--- config.mk ---
export PLATFORM = sky130hd
export DESIGN_NAME = vtq_ram
export DESIGN_NICKNAME = d
export VERILOG_FILES = /design/src/hw/rtl/vtq_ram.sv
export SDC_FILE = /design/constraint.sdc
export NUM_CORES = 2
export LEC_CHECK = 0
export BUFFER_PORTS_ARGS = -buffer_cell sky130_fd_sc_hd__buf_2
export CAP_MARGIN = 20
export CELL_PAD_IN_SITES_DETAIL_PLACEMENT = 0
export CELL_PAD_IN_SITES_GLOBAL_PLACEMENT = 2
export CORE_MARGIN = 2
export CORE_UTILIZATION = 43
export CTS_CLUSTER_SIZE = 40
export DETAILED_ROUTE_END_ITERATION = 7
export PLACE_DENSITY_LB_ADDON = 0.1
export SLEW_MARGIN = 20
export SYNTH_ARGS = -nofsm -noshare
export SYNTH_HDL_FRONTEND = slang
export SYNTH_SLANG_ARGS = --single-unit
--- constraint.sdc ---
create_clock -name clk -period 3.9 [get_ports clk]
set_input_delay 0.78 -clock clk [delete_from_list [all_inputs] [get_ports clk]]
set_output_delay 0.78 -clock clk [all_outputs]
set_load 0.02 [all_outputs]
--- src/hw/rtl/vtq_ram.sv ---
module vtq_ram #(
    parameter int WIDTH = 20,
    parameter int DEPTH = 128
) (
    input  logic                             clk,
    input  logic                             we,
    input  logic [$clog2(DEPTH)-1:0]         waddr,
    input  logic [WIDTH-1:0]                 wdata,
    input  logic [$clog2(DEPTH)-1:0]         raddr,
    output logic [WIDTH-1:0]                 rdata
);

    logic [WIDTH-1:0] mem [DEPTH];

    always_ff @(posedge clk)
    begin
        if (we)
        begin
            mem[waddr] <= wdata;
        end
        rdata <= mem[raddr];
    end

endmodule

==> results.toml <==
[grt]
grt_overflow_total = 0
grt_first_pass_wirelength_um = 376400
grt_antenna_before_repair = 37
grt_max_degree = 129
gr-usage-all-layers_pct = 23.81
vias_in_the_first_global_route = 45430

[clocking]
clock_latency_ns = 0.94
clock_tree.buffer_depth = 4
cts.sink_count = 2580
hold_buffers_post_cts = 0
cts_setup_buffers = 0
h-tree-depth = 5
cts_root_buffer = "clkbuf_16"
tritoncts_clock_tree = "built"
ctsResizeCount = 0
cts.reportedPaths.clkPinSlew_ns = 0.06
tritoncts.num_buffers = 292

[pwr]
sw_ratio_pct = 21.15
cellInternalPower_mw = 46.99
pleak_nw = 35.37
power-per-cell-area_nw_per_um2 = 521.8
p_clk_share_pct = 43.1
total_power_mw = 59.59
power.share.combinational_pct = 5.4
worst_ir_drop_vdd_uv = 438.0
net-switching-power_mw = 12.61
power.sequential.fraction_pct = 51.6

[timing]
worst_clock_skew_ns = 0.04185
worst_slew_margin_rel_pct = 23.51
final.min_clock_period_ns = 2.902
clock.fmax_mhz = 344.5
hold_slack_ns = 0.3815
finalHoldViolations = 0
transition_time_at_the_pin_with_the_least_slew_margin_ns = 1.147
final_cycle_utilization_of_the_critical_path_pct = 74.42
setup_viol = 0
totalNegativeSetupSlack_ns = 0
setup_repair_after_global_routing_missed_its_margin = "false"
report.final.slew_viol_count = 0
final.setup.worst_slack_ns = 0.9976

[setup_path]
timing.critical_path.max_delay_family = "multiplexers"
cp_common_cell = "mux4_2"
crit_fanout = 25
cp-start-kind = "primary input"
cp.buffers_inverters = 3
worst_path_max_delay_cell = "mux4_2"
crit_required_ns = 4.69
endpoint_kind = "register"
cp_cell_sequence = "buf_8, buf_12, buf_12, mux4_2, mux4_2, mux4_2, mux2_2"
reg_to_reg_setup_timing_slack_ns = 1.30
critPathArrivalTime_ns = 3.69
critPathKind = "primary input to register"
timing.critical_path.slowest_cell_delay_ns = 0.66
worstRegToRegCells = 4
cp.depth = 7

[outcome]
status = "completed"

[floorplanning]
floorplan.die.width_um = 481.3
core_area_sq_um = 226800
floorplan.io_pins = 56
die_area_sq_um = 231600
floorplan.initialDensity_pct = 43.18
fp.dieH_um = 481.3
num_rows = 175

[synth]
synth.yosys.seq_area_share_pct = 78.89
yosys_warnings = 0
synthesis.instances = 3812
postSynthAreaPerCell_sq_um = 25.70
syn-num-nets = 3848
netlist_area_sq_um = 97960
total_of_flip_flops_plus_latches_after_synthesis = 2580
synth.distinct_cells = 15

[placement]
dpl_ws_ns = 0.04501
placed_cell_area_sq_um = 105400
dp_cells = 6997
place.detailed.hpwl_um = 158400
gp_congestion = 0.7798
port_buffers = 55

[final_layout]
final_core_util_pct = 50.34
layout.nets = 4318
register_area_sq_um = 77270
postLayoutCellArea_sq_um = 114200
drive_above_1_share_pct = 38.69
syn_to_final_growth_pct = 16.59
nFillCells = 17910
multi_input_area_sq_um = 20180
instances_no_fill = 7511

[detailed_routing]
ant_nets = 0
drt_wl_total_um = 272300
detailroute.via_count = 44710
detail_route.first_pass.iterations = 7
detailedRoute.firstIterationViolations = 4897
vias_per_cell = 5.953
detail_routed_net_length_per_standard_cell_um = 36.25
post_route_drc_violation_count = 0

[min_path]
holdPathStages = 1
hold_path.class = "primary input to register"

[job]
cap_viol_max_count = 0
-- Yosys cell counts --
cell type     n  share of area [%]
nor2b_1       7              0.045
buf_2        67               0.34
buf_1         7              0.027
mux2_2       20               0.23
nand4_1       3              0.019
edfxtp_1   2560                 78
nand2_1      14              0.054
nor3_1        9              0.046
dfxtp_1      20               0.41
nor2_1      122               0.47
mux4_2      840                 19
nand2b_1      2              0.013
nand3_1      12              0.061
or3_1         1             0.0064
clkbuf_1    128               0.49
-- sequential cells by signal (all words and copies together) (netlist names) --
signal / count
rdata: 20
mem: 2560
-- cells by family (layout without fill, tap and decap cells) --
logic type	after synthesis	count (layout)	synth area share, %
muxes	860	860	19.54
other	0	15	0
and+or+nand+nor	170	170	0.7115
DFF	2580	2580	78.89
buffers and inverters	202	877	0.8596
-- area by class of cell --
class                           count  area share, %
Tap cell                         3009          3.297
Clock buffer                      380          6.908
Timing Repair Buffer              378          3.629
Antenna cell                       15        0.03287
Clock inverter                    119         0.7976
Sequential cell                  2580          67.66
Multi-Input combinational cell   1030          17.67
-- cells in the final DEF (no fill, tap or decap), drive strengths merged, types with 6 or more instances in the layout --
cell | netlist | final
edfxtp | 2560 | 2560
mux4 | 840 | 840
clkbuf | 128 | 380
buf | 74 | 378
nor2 | 122 | 122
clkinv | 0 | 97
mux2 | 20 | 20
dfxtp | 20 | 20
diode | 0 | 15
nand2 | 14 | 14
bufinv | 0 | 14
nand3 | 12 | 12
nor3 | 9 | 9
nor2b | 7 | 7
inv | 0 | 6
-- power groups by stage --
stage | sequential (mW) | combinational (mW) | clock, mW
final | 30.7 | 3.20 | 25.7
after CTS | 30.7 | 3.27 | 26.2
after global placement | 31.3 | 3.24 | 0
after floorplan | 31.3 | 1.49 | 0
after global routing | 30.7 | 3.35 | 27.3
after detailed placement | 31.3 | 3.26 | 0
-- per-layer routing --
metal  part of all wire (%)  track usage (%)  vias up
li1                       -                -    17700
met1                     44            35.39    25190
met2                     47            36.84     1459
met3                    5.9            3.951      354
met4                    2.7            6.362       14
met5                  0.047           0.1864        -
-- final timing paths --
| check | end | start |
|---|---|---|
| min reg2reg | rdata[16]$_DFF_P_ | mem[68][16]$_DFFE_PP_ |
| max reg2reg | rdata[8]$_DFF_P_ | mem[119][8]$_DFFE_PP_ |
| max | rdata[8]$_DFF_P_ | raddr[0] |
| min | mem[8][11]$_DFFE_PP_ | wdata[11] |
(Power assumes the default switching activity.)
